[src/rtl/core/assert_macros.svh]
// Assertion macros shared by the encoder RTL.
// No dependencies; included by files that carry concurrent checks.
`ifndef ASSERT_MACROS_SVH
`define ASSERT_MACROS_SVH

// Implication check on a clock edge, masked while reset is high.
`define ASSERT_CLK(label, clk, rst, prop, msg) \
   label: assert property (@(posedge clk) disable iff (rst) (prop)) else $error(msg);

// Same check, but also evaluated during reset.
`define ASSERT_ALWAYS(label, clk, prop, msg) \
   label: assert property (@(posedge clk) (prop)) else $error(msg);

`endif

[src/rtl/core/rftpe_pkg.sv]
// Types, constants and the code word builder for the tri-state pulse encoder.
// No dependencies; imported by every module of the block.
package rftpe_pkg;

   localparam int unsigned UNIT_W    = 16;
   localparam int unsigned REPEAT_W  = 8;
   localparam int unsigned PULSES    = 24;
   localparam int unsigned PATTERN_W = 24;

   localparam logic [UNIT_W-1:0]   UNIT_TICKS_RESET   = 16'd350;
   localparam logic [REPEAT_W-1:0] REPEAT_TOTAL_RESET = 8'd10;

   // Pulse 24 is the sync pulse.
   localparam logic [4:0] SYNC_INDEX     = 5'(PULSES);
   localparam logic [4:0] SHORT_UNITS    = 5'd1;
   localparam logic [4:0] LONG_UNITS     = 5'd3;
   localparam logic [4:0] SYNC_LOW_UNITS = 5'd31;

   typedef enum logic {
      CSR_UNIT_TICKS   = 1'b0,
      CSR_REPEAT_TOTAL = 1'b1
   } csr_index_type;

   typedef struct packed {
      logic [UNIT_W-1:0]   unit_ticks;    // zero already mapped to one
      logic [REPEAT_W-1:0] repeat_total;  // zero already mapped to one
   } cfg_type;

   typedef struct packed {
      logic       operation;
      logic [4:0] address_bits;
      logic [1:0] channel_index;
      logic       switch_on;
   } item_type;

   typedef struct packed {
      logic rejected;
      logic busy_res;
      logic tx_level;
   } result_type;

   // Bit h set means pulse h is long. Symbol F = short then long, symbol 0 = two shorts.
   function automatic logic [PATTERN_W-1:0] build_pattern(input logic [4:0] addr,
                                                          input logic [1:0] chan,
                                                          input logic       on);
      logic [PATTERN_W-1:0] pat;
      pat = '0;
      for (int s = 0; s < 5; s++) begin
         pat[2*s+1]    = ~addr[4-s];
         pat[2*s+11]   = (3'(s) != {1'b0, chan});
      end
      pat[21] = ~on;
      pat[23] = on;
      return pat;
   endfunction

endpackage

[src/rtl/core/rftpe_csr.sv]
// Configuration registers of the pulse encoder: unit length and repeat count.
// Depends on rftpe_pkg.
module rftpe_csr (
   input  logic                            clock,
   input  logic                            reset,
   input  logic                            csr_we,
   input  logic                            csr_index,
   input  logic [rftpe_pkg::UNIT_W-1:0]    csr_wdata,
   output rftpe_pkg::cfg_type              cfg
);
   import rftpe_pkg::*;

   logic [UNIT_W-1:0]   unit_ticks_ff, unit_ticks_in;
   logic [REPEAT_W-1:0] repeat_total_ff, repeat_total_in;

   always_comb begin
      unit_ticks_in   = unit_ticks_ff;
      repeat_total_in = repeat_total_ff;
      if (csr_we) begin
         unique case (csr_index_type'(csr_index))
            CSR_UNIT_TICKS:   unit_ticks_in   = csr_wdata;
            CSR_REPEAT_TOTAL: repeat_total_in = csr_wdata[REPEAT_W-1:0];
            default:          ;
         endcase
      end
   end

   always_ff @(posedge clock) begin
      if (reset) begin
         unit_ticks_ff   <= UNIT_TICKS_RESET;
         repeat_total_ff <= REPEAT_TOTAL_RESET;
      end else begin
         unit_ticks_ff   <= unit_ticks_in;
         repeat_total_ff <= repeat_total_in;
      end
   end

   assign cfg.unit_ticks   = (unit_ticks_ff == '0) ? UNIT_W'(1) : unit_ticks_ff;
   assign cfg.repeat_total = (repeat_total_ff == '0) ? REPEAT_W'(1) : repeat_total_ff;

endmodule

[src/rtl/core/rftpe_engine.sv]
// Transmit sequencer: pulse, phase, unit, tick and repeat counters of the encoder.
// Depends on rftpe_pkg and assert_macros.svh.
module rftpe_engine (
   input  logic                   clock,
   input  logic                   reset,
   input  logic                   step_en,
   input  rftpe_pkg::item_type    item,
   input  rftpe_pkg::cfg_type     cfg,
   output rftpe_pkg::result_type  result
);
   import rftpe_pkg::*;
   `include "assert_macros.svh"

   logic [PATTERN_W-1:0] half_pattern_ff, half_pattern_in;
   logic [4:0]           half_index_ff, half_index_in;
   logic                 high_phase_ff, high_phase_in;
   logic [4:0]           unit_count_ff, unit_count_in;
   logic [UNIT_W-1:0]    tick_count_ff, tick_count_in;
   logic [REPEAT_W-1:0]  repeat_count_ff, repeat_count_in;
   logic                 active_ff, active_in;
   logic                 rej;

   logic [31:0]         pattern_ext;
   logic                is_long;
   logic [4:0]          phase_len;
   logic [UNIT_W-1:0]   tick_inc;
   logic [4:0]          unit_inc;
   logic [4:0]          half_inc;
   logic [REPEAT_W-1:0] repeat_inc;

   // Length of the running phase in units.
   always_comb begin
      pattern_ext = {{(32-PATTERN_W){1'b0}}, half_pattern_ff};
      is_long     = pattern_ext[half_index_ff];
      if (half_index_ff >= SYNC_INDEX) begin
         phase_len = high_phase_ff ? SHORT_UNITS : SYNC_LOW_UNITS;
      end else if (high_phase_ff) begin
         phase_len = is_long ? LONG_UNITS : SHORT_UNITS;
      end else begin
         phase_len = is_long ? SHORT_UNITS : LONG_UNITS;
      end
   end

   assign tick_inc   = tick_count_ff + UNIT_W'(1);
   assign unit_inc   = unit_count_ff + 5'd1;
   assign half_inc   = half_index_ff + 5'd1;
   assign repeat_inc = repeat_count_ff + REPEAT_W'(1);

   always_comb begin
      half_pattern_in = half_pattern_ff;
      half_index_in   = half_index_ff;
      high_phase_in   = high_phase_ff;
      unit_count_in   = unit_count_ff;
      tick_count_in   = tick_count_ff;
      repeat_count_in = repeat_count_ff;
      active_in       = active_ff;
      rej             = 1'b0;
      if (step_en) begin
         if (item.operation) begin
            if (active_ff) begin
               rej = 1'b1;
            end else begin
               half_pattern_in = build_pattern(item.address_bits, item.channel_index,
                                               item.switch_on);
               half_index_in   = '0;
               high_phase_in   = 1'b1;
               unit_count_in   = '0;
               tick_count_in   = '0;
               repeat_count_in = '0;
               active_in       = 1'b1;
            end
         end else if (active_ff) begin
            tick_count_in = tick_inc;
            if (tick_inc >= cfg.unit_ticks) begin
               tick_count_in = '0;
               unit_count_in = unit_inc;
               if (unit_inc >= phase_len) begin
                  unit_count_in = '0;
                  if (high_phase_ff) begin
                     high_phase_in = 1'b0;
                  end else begin
                     half_index_in = half_inc;
                     high_phase_in = 1'b1;
                     if (half_inc > SYNC_INDEX) begin
                        half_index_in   = '0;
                        repeat_count_in = repeat_inc;
                        if (repeat_inc >= cfg.repeat_total) begin
                           active_in       = 1'b0;
                           repeat_count_in = '0;
                           high_phase_in   = 1'b0;
                        end
                     end
                  end
               end
            end
         end
      end
   end

   always_ff @(posedge clock) begin
      if (reset) begin
         half_pattern_ff <= '0;
         half_index_ff   <= '0;
         high_phase_ff   <= 1'b0;
         unit_count_ff   <= '0;
         tick_count_ff   <= '0;
         repeat_count_ff <= '0;
         active_ff       <= 1'b0;
      end else begin
         half_pattern_ff <= half_pattern_in;
         half_index_ff   <= half_index_in;
         high_phase_ff   <= high_phase_in;
         unit_count_ff   <= unit_count_in;
         tick_count_ff   <= tick_count_in;
         repeat_count_ff <= repeat_count_in;
         active_ff       <= active_in;
      end
   end

   assign result.tx_level = active_in & high_phase_in;
   assign result.busy_res = active_in;
   assign result.rejected = rej;

   `ASSERT_CLK(a_idle_line_low, clock, reset, !active_ff |-> !high_phase_ff,
      "high phase flagged while idle")
   `ASSERT_CLK(a_index_range, clock, reset, half_index_ff <= SYNC_INDEX,
      "pulse index past sync")
   `ASSERT_CLK(a_start_loads, clock, reset,
      (step_en && item.operation && !active_ff) |=>
         (active_ff && high_phase_ff && half_index_ff == '0 && repeat_count_ff == '0),
      "command while idle did not start a transmission")

endmodule

[src/rtl/core/rf_remote_tristate_pulse_encoder_core.sv]
// Top level of the tri-state RF remote pulse encoder: input and result registers.
// Depends on rftpe_pkg, rftpe_csr, rftpe_engine and assert_macros.svh.
//
//   channel | direction | payload
//   req_    | in        | tuser: operation; tdata: address_bits, channel_index, switch_on
//   rsp_    | out       | tdata: tx_level, busy_res, rejected
//   csr_    | in        | write enable, index, 16-bit data
//
// One word per clock cycle sustained while rsp_tready stays high; a word passes the input
// register, then the result register, before its result word is valid on rsp.
// The counter update between the two registers is the only per-word work.
// Reset is synchronous: encoder idle, line low, unit_ticks 350, repeat_total 10.
// A stalled rsp holds its word; the input register still takes a word, then
// req_tready drops until rsp drains.
module rf_remote_tristate_pulse_encoder_core (
   input  logic        clock,
   input  logic        reset,
   input  logic        req_tvalid,
   output logic        req_tready,
   input  logic [7:0]  req_tdata,   // [4:0] address_bits, [6:5] channel_index, [7] switch_on
   input  logic        req_tuser,   // [0] operation
   output logic        rsp_tvalid,
   input  logic        rsp_tready,
   output logic [7:0]  rsp_tdata,   // [0] tx_level, [1] busy_res, [2] rejected, [7:3] zero
   input  logic        csr_we,
   input  logic        csr_index,
   input  logic [15:0] csr_wdata
);
   import rftpe_pkg::*;
   `include "assert_macros.svh"

   cfg_type    cfg;
   item_type   in_item_ff, in_item_in;
   logic       in_valid_ff, in_valid_in;
   result_type result;
   result_type rsp_word_ff, rsp_word_in;
   logic       rsp_valid_ff, rsp_valid_in;
   logic       step_en;
   logic       req_fire;

   assign step_en    = in_valid_ff && (!rsp_valid_ff || rsp_tready);
   assign req_tready = !in_valid_ff || step_en;
   assign req_fire   = req_tvalid && req_tready;

   always_comb begin
      in_valid_in = in_valid_ff;
      in_item_in  = in_item_ff;
      if (req_fire) begin
         in_valid_in              = 1'b1;
         in_item_in.operation     = req_tuser;
         in_item_in.address_bits  = req_tdata[4:0];
         in_item_in.channel_index = req_tdata[6:5];
         in_item_in.switch_on     = req_tdata[7];
      end else if (step_en) begin
         in_valid_in = 1'b0;
      end
   end

   always_comb begin
      rsp_valid_in = rsp_valid_ff;
      rsp_word_in  = rsp_word_ff;
      if (step_en) begin
         rsp_valid_in = 1'b1;
         rsp_word_in  = result;
      end else if (rsp_tready) begin
         rsp_valid_in = 1'b0;
      end
   end

   always_ff @(posedge clock) begin
      if (reset) begin
         in_valid_ff  <= 1'b0;
         rsp_valid_ff <= 1'b0;
      end else begin
         in_valid_ff  <= in_valid_in;
         rsp_valid_ff <= rsp_valid_in;
      end
   end

   always_ff @(posedge clock) begin
      in_item_ff  <= in_item_in;
      rsp_word_ff <= rsp_word_in;
   end

   rftpe_csr u_csr (
      .clock     (clock),
      .reset     (reset),
      .csr_we    (csr_we),
      .csr_index (csr_index),
      .csr_wdata (csr_wdata),
      .cfg       (cfg)
   );

   rftpe_engine u_engine (
      .clock   (clock),
      .reset   (reset),
      .step_en (step_en),
      .item    (in_item_ff),
      .cfg     (cfg),
      .result  (result)
   );

   assign rsp_tvalid = rsp_valid_ff;
   assign rsp_tdata  = {5'b0, rsp_word_ff.rejected, rsp_word_ff.busy_res,
                        rsp_word_ff.tx_level};

   `ASSERT_CLK(a_reject_only_busy, clock, reset,
      rsp_valid_ff && rsp_word_ff.rejected |-> rsp_word_ff.busy_res,
      "rejected word without busy")
   `ASSERT_CLK(a_line_needs_busy, clock, reset,
      rsp_valid_ff && rsp_word_ff.tx_level |-> rsp_word_ff.busy_res,
      "line high while idle")
   `ASSERT_CLK(a_stall_holds_input, clock, reset,
      (in_valid_ff && !step_en) |=> (in_valid_ff && $stable(in_item_ff)),
      "input word lost during result stall")

endmodule

[config.mk]
export PLATFORM = sky130hd
export DESIGN_NAME = rf_remote_tristate_pulse_encoder_core
export DESIGN_NICKNAME = d
export VERILOG_FILES = /design/src/rtl/core/rftpe_pkg.sv /design/src/rtl/core/rftpe_csr.sv /design/src/rtl/core/rftpe_engine.sv /design/src/rtl/core/rf_remote_tristate_pulse_encoder_core.sv
export VERILOG_INCLUDE_DIRS = /design/src /design/src/rtl/core
export SDC_FILE = /design/constraint.sdc
export NUM_CORES = 1
export LEC_CHECK = 0
export BUFFER_PORTS_ARGS = -buffer_cell sky130_fd_sc_hd__buf_2
export CAP_MARGIN = 15
export CORE_ASPECT_RATIO = 0.9
export CORE_MARGIN = 2
export CORE_UTILIZATION = 54
export CTS_CLUSTER_DIAMETER = 80
export DETAILED_ROUTE_END_ITERATION = 10
export PLACE_DENSITY = 0.8
export SYNTH_ARGS = -nofsm -noshare
export SYNTH_HDL_FRONTEND = slang
export SYNTH_SLANG_ARGS = --single-unit
[constraint.sdc]
create_clock -name clock -period 5.52 [get_ports clock]
set_clock_uncertainty 0.15 [all_clocks]
set_input_delay 0.276 -clock clock [delete_from_list [all_inputs] [get_ports clock]]
set_output_delay 0.276 -clock clock [all_outputs]
set_load 0.01 [all_outputs]
==> Word-level counts from Yosys, hierarchy flattened <==
Cells that the tools add are included.
{ "word_totals": {"register_bits": 86, "out_inout_bits": 10, "word_cells": 116} }
{ "op_classes": {"add_sub_neg": 4, "magnitude_cmp": 6, "n_eq_ne": 5, "mux": 52, "bitwise": 9, "reduce_logical": 22} }
{ "op_table": {"columns": ["operator", "n"], "rows": [
  ["$mux W16", 5],
  ["$mux W8", 9],
  ["$mux W5", 14],
  ["$mux W1", 21],
  ["$add A16 B1 Y16 const B", 1],
  ["$ge A16 B16 Y1", 1],
  ["$logic_not A16 Y1", 1],
  ["$reduce_bool A2 Y1", 7],
  ["$add A5 B1 Y5 const B", 2],
  ["$add A8 B1 Y8 const B", 1],
  ["$ge A8 B8 Y1", 1],
  ["$logic_not A8 Y1", 1],
  ["$not A1 Y1", 8],
  ["$reduce_and A7 Y1", 1],
  ["$lt A5 B6 Y1 const B", 1],
  ["$reduce_and A3 Y1", 2],
  ["$reduce_and A6 Y1", 1],
  ["$bmux W1 S5", 1],
  ["$ge A5 B5 Y1", 1],
  ["$ge A5 B5 Y1 const B", 1],
  ["$gt A5 B5 Y1 const B", 1],
  ["$mux W2", 2],
  ["$ne A2 B2 Y1 const A", 2],
  ["$ne A2 B2 Y1 const B", 2],
  ["other kinds (7)", 11]
]} }

==> Logic depth before layout (Yosys ltp) <==
Gate-level depths: netlist of run 1.
{ "depth": {"ltp_word": 12, "mapped_depth": 14} }

==> Modules after synthesis <==
From an unflattened synthesis of run 1, not the netlist that was laid out.
{ "hier_totals": {"hier_cells": 601, "hier_area_um2": 5028.6} }
{ "by_module_without_submodules": {"columns": ["mod", "n_inst", "cells_each", "area_each_um2", "seq_area_each_um2"], "rows": [
  ["rftpe_engine", 1, 436, 3499.6, 960.9],
  ["rftpe_csr", 1, 137, 1023.5, 480.5],
  ["rf_remote_tristate_pulse_encoder_core", 1, 28, 505.5, 400.4]
]} }

==> Least setup slack after synthesis of run 1 <==
OpenSTA, ideal clock, no wires.
{ "synth_path": {"kind": "reg-to-reg", "start": "register u_engine.tick_count_ff[2]", "end": "register u_engine.repeat_count_ff[0]", "t_arrival_ns": 3.561, "setup_slack_ns": 1.688, "path_stages_with_launch": 15, "n_path_buf": 3, "synth_period_minus_slack_ns": 3.832, "path_cell_list": "dfxtp_1 > nand3_1 > or2_2 > clkbuf_1 > nor3_1 > xor2_1 > ha_1 > and4_1 > nand4_1 > or4_4 > and3_1 > clkbuf_1 > or3_1 > buf_2 > mux2_2"} }
{ "synth_between": {"elab_chain_len": 4} }
{ "synth_lines": {"columns": ["element", "line", "source"], "rows": [
  ["start, declared", "rftpe_engine.sv:18", "logic [UNIT_W-1:0] tick_count_ff, tick_count_in;"],
  ["start signal, assigned", "rftpe_engine.sv:114", "tick_count_ff <= tick_count_in;"],
  ["$add A16 B1 Y16", "rftpe_engine.sv:44", "assign tick_inc = tick_count_ff + UNIT_W'(1);"],
  ["$ge A16 B16 Y1", "rftpe_engine.sv:74", "if (tick_inc >= cfg.unit_ticks) begin"],
  ["$reduce_bool A2 Y1 (no source line)", null, null],
  ["$reduce_and A7 Y1 (no source line)", null, null],
  ["end signal, assigned", "rftpe_engine.sv:115", "repeat_count_ff <= repeat_count_in;"],
  ["end, declared", "rftpe_engine.sv:19", "logic [REPEAT_W-1:0] repeat_count_ff, repeat_count_in;"]
]} }
No other way between the ends.
A chain may end at the register's enable or synchronous reset.

==> Worst setup path in the final report of run 1 <==
{ "layout_path": {"start": "register u_engine.tick_count_ff[0]", "end": "register u_engine.repeat_count_ff[0]"} }
Same word-level chain as after synthesis.

==> results by group, run 1 <==
Drt
  – Total detailed-routing wirelength: 10.8 mm
  – Detail-routed via count per cell: 5.88
  – Average detailed-routed wire length per instance: 15.0 um
  – Count of antenna-violating nets left after detailed routing: 0
  – DR vias: 4252
  – Total iterations of the first detailed-routing run: 5
  – First DRT Iteration DRCs: 290
  – Number of remaining DRC errors: 0

Setup path
  – Dominant delay contributor by cell family on the critical path: simple AND/OR/NAND/NOR gates
  – CP max-delay cell: sky130_fd_sc_hd__and3_1
  – Worst reg-to-reg path cell count: 12
  – Number of buffers and inverters on the critical path: 0
  – Critical Path Source Type: flop
  – Endpoint kind of the worst setup timing path: flop
  – Setup Crit Path Kind: flop to flop
  – Crit-path cells: ha_1 > nand2_1 > nor2_1 > nand4_1 > xnor2_1 > ha_1 > and2_1 > a221o_1 > a211oi_1 > and3_1 > or3_1 > mux2_2
  – Critical Path Fanout Max: 17
  – Critical path data arrival time: 4390 ps
  – Critical path required time: around 5600 ps
  – WP depth: 12
  – Most used cell, CP: sky130_fd_sc_hd__ha_1
  – Slowest Stage Delay on Critical Path: 630 ps
  – Slack of the worst reg-to-reg path: ~1200 ps

Pwr
  – Cell internal power dissipation: slightly above 0.9 mW
  – Pwr Density: 233 nW/um2
  – Sw frac: 25.9%
  – Power share of the combinational group: a little over a tenth
  – Lkg Pwr: between 2 and 2.5 nW
  – Sequential cell fraction of total power: 53.6%
  – Total power of the final layout: 1.26 mW
  – Switching pwr: about 0.32 mW
  – Power share of the clock group: 35.9%
  – Max IR drop VDD: approximately 130 uV

Finish
  – ANT cells: 0
  – Cell area after layout: 5380 um2
  – Area used by multi-input combinational logic: between 2000 and 3000 um2
  – Layout net count: 666
  – Highest-count cells in the layout ignoring fill and taps: sky130_fd_sc_hd__dfxtp_1, sky130_fd_sc_hd__nand2_1, sky130_fd_sc_hd__a21oi_1
  – Fraction of layout instances using a drive strength above 1: 10.3%
  – Area Overhead vs Synth: 12.4%
  – Filler Cells Inserted: 738
  – Most common cell after layout, fill and taps aside: sky130_fd_sc_hd__dfxtp_1
  – Total area of sequential cells: between 1500 and 2000 um2

Die
  – Horizontal die dimension: approximately 100 um
  – Core box area: 8610 um2
  – Y dimension of the die: ~93 um
  – # rows: 32
  – Boundary pin count: 41
  – Area enclosed by the die boundary: 9640 um2
  – Initial Util: 55.6%

GRT
  – Wire length of the first global-routing pass: 18.0 mm
  – Global-route usage over all layers: approximately a quarter
  – Initial antenna violation count: 0
  – Maximum number of pins on one net before global-route repair: 68
  – Grt total ovfl: 0
  – Vias in the first global route: 3878

Timing
  – Number of pins exceeding their max-slew limit in the final report: 0
  – Hold slack final: 18.1 ps
  – FMAX: 0.233 GHz
  – Worst Max-Slew Pin Slew: 1070 ps
  – Clock period minus final worst setup slack: around 4300 ps
  – Setup repair after global routing missed its margin: no
  – Final setup TNS: 0 ps
  – Worst path setup slack after routing: between 1000 and 1500 ps
  – Final hold vios: 0
  – Final period utilization: 77.6%
  – Total of endpoints with negative setup slack in the final report: 0
  – Worst-case headroom to the max-slew limit: between 20% and 30%

Place
  – Post-detailed-placement cell area: 5000 um2
  – Number of buffer cells added on primary ports: 35
  – Global placement routability congestion: approximately 0.9
  – Sum of net half-perimeters after detailed placement: roughly 7.3 mm
  – Worst Setup Slack post-DPL: 1350 ps

Clocking
  – Worst-case clock buffer depth: 2
  – Num CTS Buffers: 9
  – TritonCTS clock tree: built
  – H-Tree Level Count: 3
  – Clock sink count: 86
  – Clock-pin slew on the worst setup and hold paths: 80 ps
  – Clock insertion delay at the later pin of the skew report: 360 ps
  – Root buffer cell: sky130_fd_sc_hd__clkbuf_8
  – # Post-CTS Setup Buffers: 0

Logic synthesis
  – Prevailing post-synth register cell: sky130_fd_sc_hd__dfxtp_1
  – Synth warn: 0
  – Cell count after synthesis: 564
  – Post-synthesis instance area: 4790 um2
  – Sequential-to-total area share from yosys stat: between 30 and 40%
  – Synthesis-stage register bit count: 86
  – Fraction of synthesis flops using an asynchronous set or reset pin: 0%
  – Number of synthesized flops with an enable pin: 12
  – Distinct cell type count of the synthesized netlist: 59
  – Average cell area after synthesis: between 8 and 9 um2

Run status
  – Outcome: complete, no violations

Flow run
  – Max cap viols: 0

Hold path
  – Hold Path Depth: 3
  – Hold crit path type: primary input to flop
## worst paths after layout
path,from,to
max,u_engine.tick_count_ff[0],u_engine.repeat_count_ff[0]
min,csr_wdata[11],u_csr.unit_ticks_ff[11]
max reg2reg,u_engine.tick_count_ff[0],u_engine.repeat_count_ff[0]
min reg2reg,in_item_ff[4],u_engine.half_pattern_ff[7]
## sequential cells by signal (all words and copies together), names as in the netlist
signal	count
in_item_ff	9
in_valid_ff	1
rsp_tdata	3
rsp_tvalid	1
u_csr.repeat_total_ff	8
u_csr.unit_ticks_ff	16
u_engine.active_ff	1
u_engine.half_index_ff	5
u_engine.half_pattern_ff	12
u_engine.high_phase_ff	1
u_engine.repeat_count_ff	8
u_engine.tick_count_ff	16
u_engine.unit_count_ff	5
## logic make-up after synthesis
kind of cell / count (synthesis) / share of synthesized area [%]
compound gates: 133 / 18.8
flops: 86 / 38.5
mux: 7 / 2.27
buf+inv: 77 / 6.45
fa+ha+maj: 36 / 9.40
other cells: 1 / 0.0783
xor+xnor: 26 / 4.75
simple gates: 198 / 19.7
## per-layer routing
layer  up-vias  share of wire, %  global-route usage, %
met5         -                 0                      0
met4         0               1.2                   7.13
met3        11               4.7                   4.86
met2       132                47                   37.3
met1      2019                47                   32.5
li1       2090                 -                      -
## cells in the mapped netlist (6+ instances only)
cell type | n | share of area, %
sky130_fd_sc_hd__dfxtp_1 | 74 | 31
sky130_fd_sc_hd__nand2_1 | 71 | 5.6
sky130_fd_sc_hd__a21oi_1 | 44 | 4.6
sky130_fd_sc_hd__inv_1 | 38 | 3.0
sky130_fd_sc_hd__ha_1 | 36 | 9.4
sky130_fd_sc_hd__nor2_1 | 36 | 2.8
sky130_fd_sc_hd__clkbuf_1 | 31 | 2.4
sky130_fd_sc_hd__nand3_1 | 30 | 3.1
sky130_fd_sc_hd__o21ai_0 | 15 | 1.6
sky130_fd_sc_hd__xnor2_1 | 13 | 2.4
sky130_fd_sc_hd__xor2_1 | 13 | 2.4
sky130_fd_sc_hd__edfxtp_1 | 12 | 7.5
sky130_fd_sc_hd__a211oi_1 | 11 | 1.7
sky130_fd_sc_hd__nand4_1 | 11 | 1.4
sky130_fd_sc_hd__o211ai_1 | 10 | 1.6
sky130_fd_sc_hd__nor4_1 | 7 | 0.91
sky130_fd_sc_hd__or3_1 | 7 | 0.91
sky130_fd_sc_hd__nand2b_1 | 6 | 0.78
sky130_fd_sc_hd__o311ai_0 | 6 | 1.1
## through the flow
stage	util [%]	std cells
2_1_floorplan	-	568
3_3_place_gp	58.1	689
3_5_place_dp	58.1	689
4_1_cts	62.4	722
5_1_grt	62.5	723
6_report	62.5	723
## repair_timing
action                    in CTS  in global routing
resized for setup              0                  0
hold endpoints to repair      17                  1
hold buffers                  17                  1
## area by class of cell
type / instances / area share [%]
clock buffer: 11 / 2.63
clock inverter: 5 / 1.09
inverter: 39 / 2.72
multi-input combinational: 405 / 49.3
sequential: 86 / 34.2
tap: 119 / 2.77
timing repair buffer: 58 / 7.30
## power groups by stage
stage | clock (mW) | sequential (mW) | combinational [mW]
floorplan | 0 | 0.681 | 0.0891
global placement | 0 | 0.686 | 0.116
detailed placement | 0 | 0.686 | 0.119
CTS | 0.464 | 0.672 | 0.130
global route | 0.483 | 0.676 | 0.148
finish | 0.451 | 0.672 | 0.132
## tightest hold or removal path, delay by kind of cell
| family | cells | cell delay (ps) |
|---|---|---|
| AOI/OAI and AO/OA | 1 | 60 |
| buffers and inverters | 1 | 100 |
| and+or+nand+nor | 1 | 50 |
No activity file was read; power rests on OpenSTA's default activity.
==> inputs of run 2 (changes only) <==
--- a/config.mk
+++ b/config.mk
@@ -6,6 +6,7 @@
 export SDC_FILE = /design/constraint.sdc
 export NUM_CORES = 1
 export LEC_CHECK = 0
+export ABC_AREA = 1
 export BUFFER_PORTS_ARGS = -buffer_cell sky130_fd_sc_hd__buf_2
 export CAP_MARGIN = 15
 export CORE_ASPECT_RATIO = 0.9
==> constraint.sdc (replaced) <==
create_clock -name clock -period 4 [get_ports clock]
set_clock_uncertainty 0.15 [all_clocks]
set_input_delay 0.2 -clock clock [delete_from_list [all_inputs] [get_ports clock]]
set_output_delay 0.2 -clock clock [all_outputs]
set_load 0.01 [all_outputs]
==> run 2 against run 1 <==
Non-clock buffer count grew 2. Worst hold slack lost 13 ps. Via count shrank 3.1%. Critical path depth grew 4. Area after synthesis shrank 0.84%. Cell count grew 10%. Worst setup slack lost 450 ps.
==> results by group, run 2 <==
Setup path
  – Critical path required time: 3970 ps (-1650 ps)
  – Critical Path Source Type: flop
  – Endpoint kind of the worst setup timing path: flop
  – Worst reg-to-reg path cell count: 16 (+4)
  – Most used cell, CP: sky130_fd_sc_hd__a21oi_1
  – End of the worst register-to-register path: rsp_tdata[0]
  – Critical Path Fanout Max: 4 (-13)
  – Slack of the worst reg-to-reg path: 780 ps (-450 ps)
  – Dominant delay contributor by cell family on the critical path: simple AND/OR/NAND/NOR gates
  – Number of buffers and inverters on the critical path: 1 (+1)
  – Slowest Stage Delay on Critical Path: 410 ps (-220 ps)
  – CP max-delay cell: sky130_fd_sc_hd__dfxtp_1
  – Setup Crit Path Kind: flop to flop
  – Crit-path cells: ha_1 > nand2_1 > nor3_1 > nand4_1 > nor2_1 > nand2_1 > xor2_1 > inv_2 > ha_1 > nand4_1 > a21oi_1 > nor2_2 > a21oi_1 > nand3_1 > a21oi_1 > nor2_1
  – Source of the worst register-to-register timing path: u_engine.tick_count_ff[0]
  – Critical path data arrival time: 3190 ps (-1200 ps)

Logic synthesis
  – Fraction of synthesis flops using an asynchronous set or reset pin: 0% (unchanged)
  – Library cell with the highest instance count after synthesis: sky130_fd_sc_hd__nand2_1
  – Synth warn: 0 (unchanged)
  – Ranking of synthesized cells by instance count: sky130_fd_sc_hd__nand2_1, sky130_fd_sc_hd__inv_1, sky130_fd_sc_hd__dfxtp_1, sky130_fd_sc_hd__a21oi_1, sky130_fd_sc_hd__nor2_1
  – Number of synthesized flops with an enable pin: 12 (unchanged)
  – Post-synthesis instance area: 4750 um2 (-0.84%)
  – Portion of synthesized cell area occupied by the leading cell type: 31.2% (+0.26 points)
  – Synth area leader: sky130_fd_sc_hd__dfxtp_1
  – Distinct cell type count of the synthesized netlist: 39 (-34%)
  – Sequential-to-total area share from yosys stat: 38.8% (+0.32 points)
  – Synth top area cells: sky130_fd_sc_hd__dfxtp_1, sky130_fd_sc_hd__ha_1, sky130_fd_sc_hd__nand2_1, sky130_fd_sc_hd__edfxtp_1, sky130_fd_sc_hd__inv_1
  – Average cell area after synthesis: 7.67 um2 (-9.6%)
  – Synthesis-stage register bit count: 86 (unchanged)
  – Cell count after synthesis: 619 (+9.8%)
  – Prevailing post-synth register cell: sky130_fd_sc_hd__dfxtp_1

Timing
  – Setup repair after global routing missed its margin: no
  – FMAX: 0.311 GHz (+33%)
  – Clock period minus final worst setup slack: 3220 ps (-1070 ps)
  – Number of pins exceeding their max-slew limit in the final report: 0 (unchanged)
  – Worst Max-Slew Pin Slew: 1110 ps (+43.2 ps)
  – Total of endpoints with negative setup slack in the final report: 0 (unchanged)
  – Final setup TNS: 0 ps (unchanged)
  – Hold slack final: 5.19 ps (-12.9 ps)
  – Worst-case headroom to the max-slew limit: 25.8% (-2.9 points)
  – Final period utilization: 80.5% (+2.9 points)
  – Final hold vios: 0 (unchanged)

Clocking
  – TritonCTS clock tree: built
  – Clock insertion delay at the later pin of the skew report: 370 ps (about the same)
  – H-Tree Level Count: 3 (unchanged)
  – Worst-case clock buffer depth: 2 (unchanged)
  – Root buffer cell: sky130_fd_sc_hd__clkbuf_8
  – Post-cts sizing count: 0 (unchanged)
  – Num CTS Buffers: 9 (unchanged)
  – Clock sink count: 86 (unchanged)
  – Clock-pin slew on the worst setup and hold paths: 100 ps (+20 ps)

Die
  – Area enclosed by the die boundary: 9560 um2 (-0.81%)
  – Boundary pin count: 41 (unchanged)
  – # rows: 32 (unchanged)
  – Initial Util: 55.4% (-0.21 points)
  – Y dimension of the die: 93.0 um (-0.40%)
  – Horizontal die dimension: 103 um (-0.41%)
  – Core box area: 8570 um2 (-0.47%)

Drt
  – DR vias: 4122 (-3.1%)
  – Count of antenna-violating nets left after detailed routing: 0 (unchanged)
  – Average detailed-routed wire length per instance: 13.2 um (-12%)
  – First DRT Iteration DRCs: 186 (-36%)
  – Number of remaining DRC errors: 0 (unchanged)
  – Total detailed-routing wirelength: 10.5 mm (-3.3%)
  – Detail-routed via count per cell: 5.18 (-12%)
  – Total iterations of the first detailed-routing run: 5 (unchanged)

Run status
  – Outcome: complete, no violations

Place
  – Sum of net half-perimeters after detailed placement: 7.40 mm (+0.70%)
  – Number of buffer cells added on primary ports: 35 (unchanged)
  – Global placement routability congestion: 0.893 (+0.95%)
  – Number of placed instances, taps included: 754 (+9.4%)
  – Post-detailed-placement cell area: 4950 um2 (-1.0%)

Finish
  – ANT cells: 0 (unchanged)
  – Fraction of layout instances using a drive strength above 1: 11.2% (+0.98 points)
  – Most common cell after layout, fill and taps aside: sky130_fd_sc_hd__nand2_1
  – Layout net count: 738 (+11%)
  – Count of placed standard cells in the final layout, fillers left out: 795 (+10%)
  – Area used by multi-input combinational logic: 2400 um2 (-9.5%)
  – Filler Cells Inserted: 747 (+1.2%)
  – Total area of sequential cells: 1840 um2 (unchanged)
  – Registers with the highest flip-flop counts: u_csr.unit_ticks_ff x16, u_engine.tick_count_ff x16, u_engine.half_pattern_ff x12
  – Cell area after layout: 5390 um2 (+0.14%)
  – Highest-count cells in the layout ignoring fill and taps: sky130_fd_sc_hd__nand2_1, sky130_fd_sc_hd__inv_1, sky130_fd_sc_hd__dfxtp_1
  – Area Overhead vs Synth: 13.5%

Hold path
  – Hold path start: csr_wdata[13]
  – Hold Path Sink: u_csr.unit_ticks_ff[13]
  – Hold Path Depth: 3 (unchanged)
  – Hold crit path type: primary input to flop

Pwr
  – Pwr Density: 319 nW/um2 (+37%)
  – Max IR drop VDD: 257 uV (+94%)
  – Lkg Pwr: 2.55 nW (+19%)

GRT
  – Maximum number of pins on one net before global-route repair: 40 (-41%)
  – Global-route usage over all layers: 23.6% (-0.043 points)
  – Initial antenna violation count: 0 (unchanged)
  – Grt total ovfl: 0 (unchanged)
  – Wire length of the first global-routing pass: 17.9 mm (-0.69%)
  – Vias in the first global route: 4049 (+4.4%)

Flow run
  – Max cap viols: 0 (unchanged)
run 2: changes by cell type after synthesis, sizes merged, moves of 9 or more:
cell / previous run / this run
nor2: 36 / 58
xnor2: 13 / 4
a21oi: 44 / 62
nand2: 71 / 106
a22oi: 1 / 10
o21ai: 15 / 37
clkbuf: 31 / 11
xor2: 13 / 22
inv: 38 / 102
run 2: cell families after synthesis:
group,Yosys count,synth area share [%]
fa+ha+maj,36,9.48
compound gates,127,15.2
simple gates,217,20.7
flops,86,38.8
other cells,1,0.0790
buf+inv,126,11.0
xor+xnor,26,4.79
run 2: tightest hold or removal path, stage by stage:
cell and delay, ps:
sky130_fd_sc_hd__buf_2 70, sky130_fd_sc_hd__o21ai_0 70, sky130_fd_sc_hd__a21oi_1 130
run 2: through the flow:
stage | setup WS, ps | total power [mW] | util [%]
after CTS | 795 | 1.73 | 62.9
after floorplan | 1230 | 1.07 | -
after global routing | 364 | 1.80 | 62.9
after detailed placement | 885 | 1.12 | 57.8
final | 780 | 1.72 | 62.9
after global placement | 1020 | 1.11 | 57.8
run 2: area by class of cell:
type	count	area share, %
flip-flops and latches	86	34.2
multi-input cells	411	44.5
well taps	119	2.76
clock buffers	9	2.30
repair buffers	60	7.89
inverters	103	7.17
clock inverters	7	1.18
run 2: report_power, final:
group | internal (mW) | switching [mW] | leakage, nW
logic | 0.0718 | 0.116 | 1.74
clock network | 0.241 | 0.360 | 0.0907
registers | 0.911 | 0.0220 | 0.721
run 2: per-layer routing:
metal  part of all wire, %  GRT usage, %  vias to the layer above
met3                   5.4          4.41                       18
met1                    45          29.8                     1884
li1                      -             -                     2120
met5                     0             0                        -
met2                    48          40.4                      100
met4                   1.9          7.79                        0
run 2: worst max path at each step:
stage | startpoint | end | slack (ps) | cells after the start
5_1_grt | u_engine.tick_count_ff[0] | rsp_tdata[0] | 360 | 16
4_1_cts | u_engine.tick_count_ff[0] | rsp_tdata[0] | 800 | 16
3_3_place_gp | u_engine.tick_count_ff[0] | rsp_tdata[0] | 1020 | 17
3_5_place_dp | u_engine.tick_count_ff[0] | rsp_tdata[0] | 880 | 17
2_1_floorplan | u_engine.tick_count_ff[0] | rsp_tdata[0] | 1230 | 16
6_report | u_engine.tick_count_ff[0] | rsp_tdata[0] | 780 | 16
run 2: what timing repair did:
| action | CTS | global route |
|---|---|---|
| hold buffers | 25 | 0 |
| setup endpoints to repair | 0 | 0 |
| hold endpoints to repair | 29 | 0 |
| buffers inserted | 0 | 0 |
